`src/sv/isc_pkg.sv`:
```
// Package for the itemset support counter: shared widths, opcodes,
// sequencer states and the query / accumulator control structs.
// No dependencies.
package isc_pkg;

    localparam int ITEM_W    = 32;  // row and mask width on the ports
    localparam int CNT_W     = 11;  // row_count and result count width
    localparam int ROW_IDX_W = 10;  // row_index width
    localparam int TGT_W     = 5;   // target_item width

    typedef enum logic {
        OP_WRITE = 1'b0,
        OP_QUERY = 1'b1
    } t_opcode;

    typedef enum logic [1:0] {
        S_IDLE,
        S_WALK,
        S_DONE
    } t_state;

    // Query descriptor held for the whole table walk
    typedef struct packed {
        logic [ITEM_W-1:0] pos_mask;
        logic [ITEM_W-1:0] neg_mask;
        logic [TGT_W-1:0]  target_item;
        logic              target_value;
    } t_query;

    // Accumulator control from the sequencer
    typedef struct packed {
        logic clear;   // start of a query
        logic valid;   // a row read is on the data bus this cycle
    } t_acc_ctrl;

endpackage

```
`src/sv/isc_support_acc.sv`:
```
// Support accumulator: tests one row per cycle against the held query and
// keeps the two saturating counts. Depends on isc_pkg.
module isc_support_acc
    import isc_pkg::*;
(
    input  logic              i_clk,
    input  logic              i_rst_n,
    input  t_acc_ctrl         i_ctrl,
    input  t_query            i_query,
    input  logic [ITEM_W-1:0] i_row,
    output logic [CNT_W-1:0]  o_match_count,
    output logic [CNT_W-1:0]  o_target_count
);

    logic [CNT_W-1:0] r_match;
    logic [CNT_W-1:0] r_target;
    logic             row_match;
    logic             row_hit;

    // Items beyond the stored width are already zero in the row
    assign row_match = ((i_row & i_query.pos_mask) == i_query.pos_mask) &&
                       ((i_row & i_query.neg_mask) == '0);
    assign row_hit   = row_match && (i_row[i_query.target_item] == i_query.target_value);

    always_ff @(posedge i_clk) begin
        if (!i_rst_n || i_ctrl.clear) begin
            r_match  <= '0;
            r_target <= '0;
        end else if (i_ctrl.valid) begin
            if (row_match && (r_match != '1)) begin
                r_match <= r_match + 1'b1;
            end
            if (row_hit && (r_target != '1)) begin
                r_target <= r_target + 1'b1;
            end
        end
    end

    assign o_match_count  = r_match;
    assign o_target_count = r_target;

endmodule

```
`config.mk`:
```
export PLATFORM = sky130hd
export DESIGN_NAME = isc_support_acc
export DESIGN_NICKNAME = d
export VERILOG_FILES = /design/src/sv/isc_pkg.sv /design/src/sv/isc_support_acc.sv
export SDC_FILE = /design/constraint.sdc
export NUM_CORES = 1
export LEC_CHECK = 0
export BUFFER_PORTS_ARGS = -buffer_cell sky130_fd_sc_hd__buf_2
export CORE_MARGIN = 4
export CORE_UTILIZATION = 40
export CTS_CLUSTER_SIZE = 16
export DETAILED_ROUTE_END_ITERATION = 10
export PLACE_DENSITY_LB_ADDON = 0.2
export RECOVER_POWER = 25
export SYNTH_ARGS = -nofsm -noshare
export SYNTH_HDL_FRONTEND = slang
export SYNTH_SLANG_ARGS = --single-unit
```
`constraint.sdc`:
```
create_clock -name i_clk -period 2.4 [get_ports i_clk]
set_input_delay 0.24 -clock i_clk [delete_from_list [all_inputs] [get_ports i_clk]]
set_output_delay 0.24 -clock i_clk [all_outputs]
set_load 0.05 [all_outputs]
```
; ---- Yosys cells after proc, flatten, opt, wreduce, memory -nomap -nowiden
; Index checks and enable logic that the tools add are counted.
[word_totals]
ff_bits = 22
out_inout_bits = 22
word_cells = 22
[classes]
n_addsub = 2
magnitude_cmp = 1
eq_ne = 4
muxes = 2
bitwise_logic = 2
n_reduce_logical = 9
[ops]
columns = op, count
row1 = $and 32x32->32, 2
row2 = $eq 32x32->1, 1
row3 = $logic_not 32->1, 1
row4 = $add 11x1->11 const B, 2
row5 = $ne 11x11->1 const B, 2
row6 = $lt 5x6->1 const B, 1
row7 = $bmux 1 s5, 1
row8 = $logic_and 1x1->1, 4
row9 = $reduce_and 2->1, 2
row10 = $eq 1x1->1, 1
row11 = $logic_not 1->1, 1
row12 = $logic_or 1x1->1, 1
row13 = $mux 1, 1

; ---- Depth between registers and ports, before layout
; Gate-level depths: netlist of run 1.
[depth]
word_depth = 6
mapped_depth = 11

; ---- Worst setup path before layout of run 1
; Ideal clock, no wire load.
[synth_path]
path_type = register to register
start = register r_match[3], in the netlist o_match_count[3]
end = register r_match[8], in the netlist o_match_count[8]
arrival_time_ps = 1992
slack_ps = 293
path_stages_with_launch = 8
path_buffers = 0
cell_sequence = dfxtp_1 and3_1 nand3_1 nor4_1 and2_1 nor3_4 and3_1 o21a_1
[synth_between]
elab_chain_cells = 3
[synth_rtl]
columns = element, line_no
row1 = "start, declared", isc_support_acc.sv:15  ; logic [CNT_W-1:0] r_match;
row2 = "start signal, assigned", isc_support_acc.sv:31  ; r_match <= r_match + 1'b1;
row3 = branches (longest 3 deep; another with $add 11x1->11), n/a
; Several ways; the timed one is not identified.
; A chain may end at the register's enable or synchronous reset.

; ---- Worst setup path in the final report of run 1
[layout_path]
start = input i_query[55] (netlist name)
end = register r_target[4], in the netlist o_target_count[4]
[layout_between]
elab_chain_cells = 6
[layout_rtl]
columns = element, line_no
row1 = "start, declared", isc_support_acc.sv:9  ; input t_query i_query,
row2 = $and 32x32->32, isc_support_acc.sv:21  ; assign row_match = ((i_row & i_query.pos_mask) == i_query.pos_mask) &&
row3 = $eq 32x32->1 (*), isc_support_acc.sv:21
row4 = $logic_and 1x1->1 (*), isc_support_acc.sv:21
row5 = $logic_and 1x1->1 (*), isc_support_acc.sv:23  ; assign row_hit = row_match && (i_row[i_query.target_item] == i_query.target_value);
row6 = $logic_and 1x1->1 (*), isc_support_acc.sv:33  ; if (row_hit && (r_target != '1)) begin
row7 = $reduce_and 2->1 (no line) (*), n/a
row8 = "end signal, assigned", isc_support_acc.sv:34  ; r_target <= r_target + 1'b1;
row9 = "end, declared", isc_support_acc.sv:16  ; logic [CNT_W-1:0] r_target;
; Mark *: on every way between the ends. The rest lies on a longest branch, timed or not.

==> results of run 1 <==
[final timing paths]
check | cells past startpoint | from | end | slack, ns
max reg2reg | 8 | o_match_count[0]$_SDFFE_PP0P_ | o_match_count[9]$_SDFFE_PP0P_ | 0.33
min | 3 | i_ctrl[1] | o_match_count[8]$_SDFFE_PP0P_ | 0.30
max | 9 | i_query[55] | o_target_count[4]$_SDFFE_PP0P_ | 0.20
min reg2reg | 2 | o_target_count[10]$_SDFFE_PP0P_ | o_target_count[10]$_SDFFE_PP0P_ | 0.47
[logic make-up (layout without fill, tap and decap cells)]
group | Yosys count | in the layout | share of synthesized area
buffers and inverters | 26 | 165 | 0.0547
AOI/OAI and AO/OA | 58 | 58 | 0.213
DFF | 22 | 22 | 0.229
muxes | 22 | 22 | 0.116
adders and majority gates | 2 | 2 | 0.0130
and+or+nand+nor | 121 | 121 | 0.360
xor gates and xnor gates | 3 | 3 | 0.0137
[power breakdown]
| part | leakage [nW] | total [W] | internal [W] | switching (W) |
|---|---|---|---|---|
| registers | 0.177 | 0.000365 | 0.000365 | 0.000000000000202 |
| logic | 1.10 | 0.000255 | 0.000129 | 0.000126 |
| clock network | 0.0288 | 0.000266 | 0.000146 | 0.000119 |
[per-stage QoR]
| stage | std cells | total power (W) |
|---|---|---|
| global route | 445 | 0.000938 |
| CTS | 445 | 0.000890 |
| finish | 445 | 0.000885 |
| floorplan | 254 | 0.000487 |
| global placement | 441 | 0.000620 |
| detailed placement | 441 | 0.000623 |
[final cells by class]
class	instances	area [µm²]	area share
timing repair buffer	143	756	0.274
inverter	18	67.6	0.0245
multi-input combinational	206	1380	0.498
tap	52	65.1	0.0236
sequential	22	440	0.160
clock buffer	4	55.1	0.0200
[critical path, stage by stage]
cell and delay (ns):
buf_2 0.09, nor2b_1 0.12, a2111oi_1 0.41, buf_4 0.19
and4b_1 0.21, and4_1 0.24, nand3_2 0.22, or4_1 0.53
a21oi_1 0.15
[sequential cells by signal, summed over array words and instances (netlist names)]
| register | count |
|---|---|
| o_match_count | 11 |
| o_target_count | 11 |
[placed cells by master, fill, tap and decap left out, types with 3 or more instances in the layout]
master	count
a22oi_1	5
o31ai_1	8
clkbuf_1	10
buf_4	15
nor4_1	3
o2111ai_1	8
clkbuf_8	4
a2111oi_1	3
buf_2	117
nor2b_1	10
nand2_1	27
inv_1	18
and2_1	5
and3_1	8
o21ai_0	4
a21oi_1	17
dfxtp_1	22
nand3_1	14
nand4_1	8
nor2_1	9
nand2b_1	14
or4_1	9
mux2i_1	20
[per-layer routing]
layer,share of wire,global-route usage,vias to the layer above
li1,-,-,1232
met1,0.43,0.304,1052
met2,0.47,0.373,114
met3,0.097,0.0480,6
met4,0.0057,0.0249,0
met5,0,0,-
==> summary.md, run 1 <==
| Metric | Value |
|---|---|
| Status | finished clean |
| Vias | 2404 |
| # resized after CTS | 0 |
| Clock transition at path regs | 0.08 ns |
| H-Tree Level Count | 1 |
| Slew margin rel. | 0.499 |
| Cts hold-fix bufs | 0 |
| Routed Antenna Nets | 0 |
| Synth warnings | 0 |
| WS Path Type | input pin to flop |
| Area Overhead vs Synth | 43.6% |
| Initial antenna violation count | 0 |
| Mapped Cells | 254 |
| Detailed Place HPWL | 5730 µm |
| Final worst slack | 0.196 ns |
| Number of max-cap violations | 0 |
| Post-synth top flop | dfxtp_1 |
| Vias in the first global route | 2346 |
| Leading post-synthesis cells by cell area | dfxtp_1, mux2i_1, nand2_1, nand2b_1, a21oi_1 |
| First-pass GRT wire length | 11000 µm |
| CTS tree | yes |
| Fin. Hold Viols | 0 |
| Period utilisation layout | 0.918 |
| Largest net degree at the start of global routing | 22 |
| Area after DPL | 0.00272 mm² |
| Die Width | 77.3 µm |
| Overall routing resource usage | 0.223 |
| DR iter-0 viols | 221 |
| Final setup viols | 0 |
| Cell Area, Synth | 0.00192 mm² |
| Post-synth top cells | nand2_1, dfxtp_1, mux2i_1 |
| Leak Pwr | 1.30 nW |
| Yosys reg bits | 22 |
| Fin Hold WS | 0.301 ns |
| Top-count cell post-synth | nand2_1 |
| CP arrival | 2.39 ns |
| Sink Count | 22 |
| Hold crit path type | input pin to flop |
| IO Port Bufs | 127 |
| Total global routing overflow | 0 |
| Worst VDD drop | 299 µV |
| Pre-CTS setup slack | -0.0645 ns |
| Cell taking the most area after synthesis | dfxtp_1 |
| Startpoint Class | input pin |
| Post-CTS setup buffers | 0 |
| Post-synth top area share | 0.229 |
| Final min period | 2.20 ns |
| Clock Skews | 0.00200 ns |
| CP Capture Type | flop |
| Die Ht | 77.3 µm |
| Core Util, Final | 0.613 |
| Ant diodes | 0 |
| Pwr dens | 321 mW/mm² |
| Async set-reset flop share out of synthesis | 0 |
| Pre-antenna DRT Iters | 4 |
| Worst skew pair latency | 0.26 ns |
| I/O pin count | 128 |
| CTS max path bufs | 2 |
| Cell variety after synth | 48 |
| Final instance area | 0.00276 mm² |
| Initial Utilization | 0.426 |
| Critical Path RT | 2.58 ns |
| Syn Nets | 362 |
| Full die area | 0.00597 mm² |
| Avg WL per Cell | 15.3 µm |
| Vias per inst | 5.40 |
| Fraction of layout cells with a size suffix above 1 | 0.364 |
| Post-synthesis sequential area ratio | 0.229 |
| Core Box Area | 0.00450 mm² |
| Slew Viols, Final | 0 |
| Total CTS buffers | 3 |
| DR DRC count | 0 |
| Max FO, Critical Path | 14 |
| Worst-margin pin slew | 0.752 ns |
| Post-synth EDFFs | 0 |
| Num rows | 24 |
| Syn Area/Cell | 7.56 µm² |
| Fill cells | 446 |
| RSZ-0062 raised after global routing | no |
| Root Driver | clkbuf_8 |
| Final wirelength | 6790 µm |
| TNS Setup | 0 ns |
| Max Clock Freq | 454 MHz |
| Final net count | 502 |
| GPL Wtd Cong | 0.918 |
(Power assumes the default switching activity.)
==> inputs of run 2 (changes only) <==
Settings changed: PLACE_DENSITY set to 0.77, PLACE_DENSITY_LB_ADDON 0.2 to not set.
==> run 2 against run 1 <==
Global-route usage barely moved. Total power grew 2.2%. Setup slack lost 0.013 ns. Highest routed layer unchanged.
==> summary.md, run 2 (synthesized netlist as in run 1, its figures left out) <==
| Metric | Value |
|---|---|
| Critical Path RT | 2.58 ns |
| CP Capture Type | flop |
| Pwr dens | 322 mW/mm² |
| Core Box Area | 0.00450 mm² |
| Reg2Reg Depth | 8 |
| Ant diodes | 0 |
| Fin. Hold Viols | 0 |
| Hold path startpoint | i_ctrl[1] |
| Vias in the first global route | 2415 |
| I/O pin count | 128 |
| DR iter-0 viols | 106 |
| Flop2flop setup slack | 0.32 ns |
| Die Ht | 77.3 µm |
| RSZ-0062 raised after global routing | no |
| Fraction of layout cells with a size suffix above 1 | 0.368 |
| Overall routing resource usage | 0.224 |
| Final setup viols | 0 |
| Fin Hold WS | 0.296 ns |
| Vias per inst | 5.47 |
| Critical Path Max Stage Delay | 0.54 ns |
| Largest net degree at the start of global routing | 22 |
| Final wirelength | 6970 µm |
| Area Overhead vs Synth | 46.2% |
| Leak Pwr | 1.33 nW |
| Top sig layer | met4 |
| Worst-margin pin slew | 0.723 ns |
| Critical R2R Launch | o_match_count[0]$_SDFFE_PP0P_ |
| Core Util, Final | 0.623 |
| Startpoint Class | input pin |
| Clock Skews | 0.00194 ns |
| DR DRC count | 0 |
| Final net count | 506 |
| Commonest non-fill, non-tap cells in the layout | buf_2, nand2_1, dfxtp_1, mux2i_1 |
| Fill cells | 442 |
| Worst Hold Depth | 3 |
| WS Path Type | input pin to flop |
| Final min period | 2.22 ns |
| Slew margin rel. | 0.518 |
| Met1 wire length | 2690 µm |
| GPL Wtd Cong | 0.839 |
| Sink Count | 22 |
| Hold crit path type | input pin to flop |
| Hold Path End | o_match_count[8]$_SDFFE_PP0P_ |
| Total global routing overflow | 0 |
| Wire length on met3 | 495 µm |
| Root Driver | clkbuf_8 |
| Total CTS buffers | 3 |
| Initial Utilization | 0.426 |
| Period utilisation layout | 0.923 |
| First-pass GRT wire length | 10900 µm |
| Worst VDD drop | 157 µV |
| CTS max path bufs | 2 |
| Pre-antenna DRT Iters | 5 |
| CP cell instances | buf_2 > nor2b_1 > a2111oi_1 > buf_4 > and4b_1 > and4_1 > nand3_4 > or4_1 > a21oi_1 |
| Slew Viols, Final | 0 |
| Detailed Place HPWL | 5930 µm |
| CP max stage cell | or4_1 |
| TNS Setup | 0 ns |
| Routed Antenna Nets | 0 |
| Num rows | 24 |
| H-Tree Level Count | 1 |
| Full die area | 0.00597 mm² |
| CTS tree | yes |
| Vias | 2454 |
| Max FO, Critical Path | 17 |
| Post-CTS setup buffers | 0 |
| CP arrival | 2.40 ns |
| Avg WL per Cell | 15.5 µm |
| Clock transition at path regs | 0.08 ns |
| IO Port Bufs | 127 |
| Status | finished clean |
| Commonest non-fill, non-tap cell in the layout | buf_2 |
| Die Width | 77.3 µm |
| Reg-to-reg endpoint | o_match_count[9]$_SDFFE_PP0P_ |
| Worst skew pair latency | 0.26 ns |
| Max Clock Freq | 451 MHz |
| WL met2 | 3640 µm |
| Number of max-cap violations | 0 |
| Initial antenna violation count | 0 |
## run 2: how the worst max path moves through the flow
stage | startpoint | endpoint | slack (ns) | cells past startpoint
after floorplan | o_match_count[3]$_SDFFE_PP0P_ | o_match_count[8]$_SDFFE_PP0P_ | 0.29 | 7
after global placement | i_query[55] | o_target_count[7]$_SDFFE_PP0P_ | -0.05 | 9
after detailed placement | i_query[55] | o_target_count[7]$_SDFFE_PP0P_ | -0.13 | 9
after CTS | i_query[55] | o_target_count[5]$_SDFFE_PP0P_ | 0.11 | 9
after global routing | i_query[55] | o_target_count[5]$_SDFFE_PP0P_ | 0.04 | 9
final | i_query[55] | o_target_count[5]$_SDFFE_PP0P_ | 0.18 | 9
## run 2: cell type report
| class | count | area, µm² | share of cell area |
|---|---|---|---|
| Clock buffer | 4 | 55.1 | 0.0196 |
| Inverter | 18 | 67.6 | 0.0241 |
| Multi-Input combinational cell | 206 | 1380 | 0.492 |
| Sequential cell | 22 | 440 | 0.157 |
| Tap cell | 52 | 65.1 | 0.0232 |
| Timing Repair Buffer | 147 | 797 | 0.284 |
## run 2: repair_timing
item | CTS | global route
gates resized for setup | 0 | 1
setup endpoints to repair | 0 | 5
hold buffers | 0 | 0
## run 2: critical path, delay by kind of cell
kind / cells / cell delay, ns
buffers and inverters: 2 / 0.28
AOI/OAI and AO/OA: 2 / 0.56
and+or+nand+nor: 5 / 1.32
## run 2: through the flow
stage | std cells | setup WS [ns] | power (W) | instance area, µm²
2_1_floorplan | 254 | 0.293 | 0.000487 | 1920
3_3_place_gp | 445 | -0.0501 | 0.000645 | 2760
3_5_place_dp | 445 | -0.128 | 0.000646 | 2760
4_1_cts | 449 | 0.113 | 0.000910 | 2810
5_1_grt | 449 | 0.0416 | 0.000951 | 2810
6_report | 449 | 0.184 | 0.000904 | 2810
## run 2: where the power goes
group,switching [W],internal (W)
logic,0.000129,0.000144
clock network,0.000120,0.000146
registers,0.000000000000186,0.000365
## run 2: layer usage
layer | vias to the layer above | track usage
met2 | 98 | 0.421
met4 | 0 | 0.0801
li1 | 1247 | -
met3 | 14 | 0.0398
met1 | 1095 | 0.247
met5 | - | 0
==> inputs of run 3 (changes only) <==
Settings changed: CTS_BUF_LIST set to sky130_fd_sc_hd__clkbuf_16.
==> run 3 against run 2 <==
Critical path depth is the same. Non-clock buffer count stayed put. Setup slack better by 0.029 ns. Clock-buffer cell count shrank 1. Hold slack better by 0.021 ns. First-iteration DRC count rose by 36%. Total power is 9.2% higher. Highest routed layer unchanged. Final area up 0.85%. Sequential cell count is the same. Via count grew 0.94%.
==> summary.md, run 3 (synthesized netlist as in run 1, its figures left out) <==
| Metric | Value |
|---|---|
| Detailed Place HPWL | 5930 µm |
| Status | finished clean |
| Area Overhead vs Synth | 47.4% |
| Int Pwr | 0.000732 W |
| RSZ-0062 raised after global routing | no |
| WP buf/inv | 2 |
| Worst VDD drop | 176 µV |
| Final setup viols | 0 |
| Logic pwr share | 0.277 |
| GPL Wtd Cong | 0.839 |
| Fin Hold WS | 0.318 ns |
| Initial Utilization | 0.426 |
| Number of max-cap violations | 0 |
| Cts hold-fix bufs | 0 |
| Vias | 2477 |
| CP arrival | 2.35 ns |
| Overall routing resource usage | 0.225 |
| CP cell instances | buf_2 > nor2b_1 > a2111oi_1 > buf_4 > and4b_1 > and4_1 > nand3_4 > or4_1 > a21oi_1 |
| Max FO, Critical Path | 17 |
| Commonest non-fill, non-tap cells in the layout | buf_2, nand2_1, dfxtp_1, mux2i_1 |
| Vias per inst | 5.52 |
| Max Clock Freq | 457 MHz |
| Clock transition at path regs | 0.06 ns |
| Flop2flop setup slack | 0.30 ns |
| First-pass GRT wire length | 11000 µm |
| Sink Count | 22 |
| Total global routing overflow | 0 |
| Switching portion of total power | 0.259 |
| FF+latch area | 440 µm² |
| Delay-heaviest family, CP | simple AND/OR/NAND/NOR gates |
| Worst skew pair latency | 0.25 ns |
| Final instance area | 0.00283 mm² |
| Num rows | 24 |
| Commonest non-fill, non-tap cell in the layout | buf_2 |
| Critical Path RT | 2.57 ns |
| Clock share of power | 0.353 |
| Ant diodes | 0 |
| Post-CTS setup buffers | 0 |
| Slew margin rel. | 0.502 |
| Pre-antenna DRT Iters | 4 |
| Initial antenna violation count | 0 |
| Worst-margin pin slew | 0.748 ns |
| Critical Path Max Stage Delay | 0.50 ns |
| Slew Viols, Final | 0 |
| Final wirelength | 6990 µm |
| DR DRC count | 0 |
| Fin. Hold Viols | 0 |
| P_sw | 0.000256 W |
| Clock Skews | 0.00257 ns |
| Largest net degree at the start of global routing | 22 |
| Avg WL per Cell | 15.6 µm |
| Vias in the first global route | 2439 |
| IO Port Bufs | 127 |
| WS Path Type | input pin to flop |
| Pwr dens | 349 mW/mm² |
| Area after DPL | 0.00276 mm² |
| CP max stage cell | or4_1 |
| Leak Pwr | 1.34 nW |
| Period utilisation layout | 0.911 |
| Die Width | 77.3 µm |
| Area of the multi-input gates | 0.00138 mm² |
| Full die area | 0.00597 mm² |
| Die Ht | 77.3 µm |
| Hold crit path type | input pin to flop |
| Routed Antenna Nets | 0 |
| Final min period | 2.19 ns |
| Final net count | 506 |
| DR iter-0 viols | 144 |
| CP Capture Type | flop |
| Fraction of layout cells with a size suffix above 1 | 0.365 |
| Root Driver | clkbuf_16 |
| Startpoint Class | input pin |
| Core Box Area | 0.00450 mm² |
| CTS tree | yes |
| Fill cells | 430 |
| Total CTS buffers | 3 |
| CTS max path bufs | 2 |
| # resized after CTS | 0 |
| H-Tree Level Count | 1 |
| Seq pwr share | 0.370 |
| I/O pin count | 128 |
==> run 3: cell types whose count changed in the layout (fill, tap and decap cells not counted), sizes merged <==
cell / change
clkinv: +1
clkbuf: -1
==> run 3: power by group through the flow <==
stage / Clock (W) / Combinational (W) / Sequential, W
finish: 0.000348 / 0.000274 / 0.000365
global route: 0.000369 / 0.000301 / 0.000365
CTS: 0.000354 / 0.000275 / 0.000365
detailed placement: 0 / 0.000273 / 0.000373
global placement: 0 / 0.000271 / 0.000373
floorplan: 0 / 0.000114 / 0.000373
==> run 3: layer usage <==
metal  routed length (µm)  vias up  share of wire  GRT usage
met5                    0        -              0          0
met1                 2710     1112           0.39      0.249
met2                 3620       99           0.52      0.419
met4                  197        0          0.028     0.0890
li1                     -     1245              -          -
met3                  469       21          0.067     0.0410
==> run 3: stage by stage <==
stage	TNS, ns	setup WS (ns)	util	instances	power, W
6_report	0	0.213	0.629	449	0.000987
5_1_grt	0	0.0275	0.629	449	0.00104
4_1_cts	0	0.124	0.630	449	0.000993
3_5_place_dp	-0.857	-0.128	0.613	445	0.000646
3_3_place_gp	-0.322	-0.0501	0.613	445	0.000645
2_1_floorplan	0	0.293	-	254	0.000487
==> run 3: worst paths after layout <==
path / from / end / cells after the start
worst max-delay path: i_query[55] / o_target_count[3]$_SDFFE_PP0P_ / 9
worst min-delay path: i_ctrl[1] / o_match_count[8]$_SDFFE_PP0P_ / 3
worst max register to register: o_match_count[0]$_SDFFE_PP0P_ / o_match_count[9]$_SDFFE_PP0P_ / 8
worst min register to register: o_target_count[10]$_SDFFE_PP0P_ / o_target_count[10]$_SDFFE_PP0P_ / 2
==> run 3: cell type report <==
type	count	area share
multi-input combinational	206	0.488
timing repair buffer	147	0.281
sequential	22	0.156
clock buffer	3	0.0265
inverter	18	0.0239
tap	52	0.0230
clock inverter	1	0.00133
==> run 3: worst min-delay path, cell delays in order <==
cell and delay (ns):
buf_2 0.08, nor2b_1 0.09, o21a_1 0.11
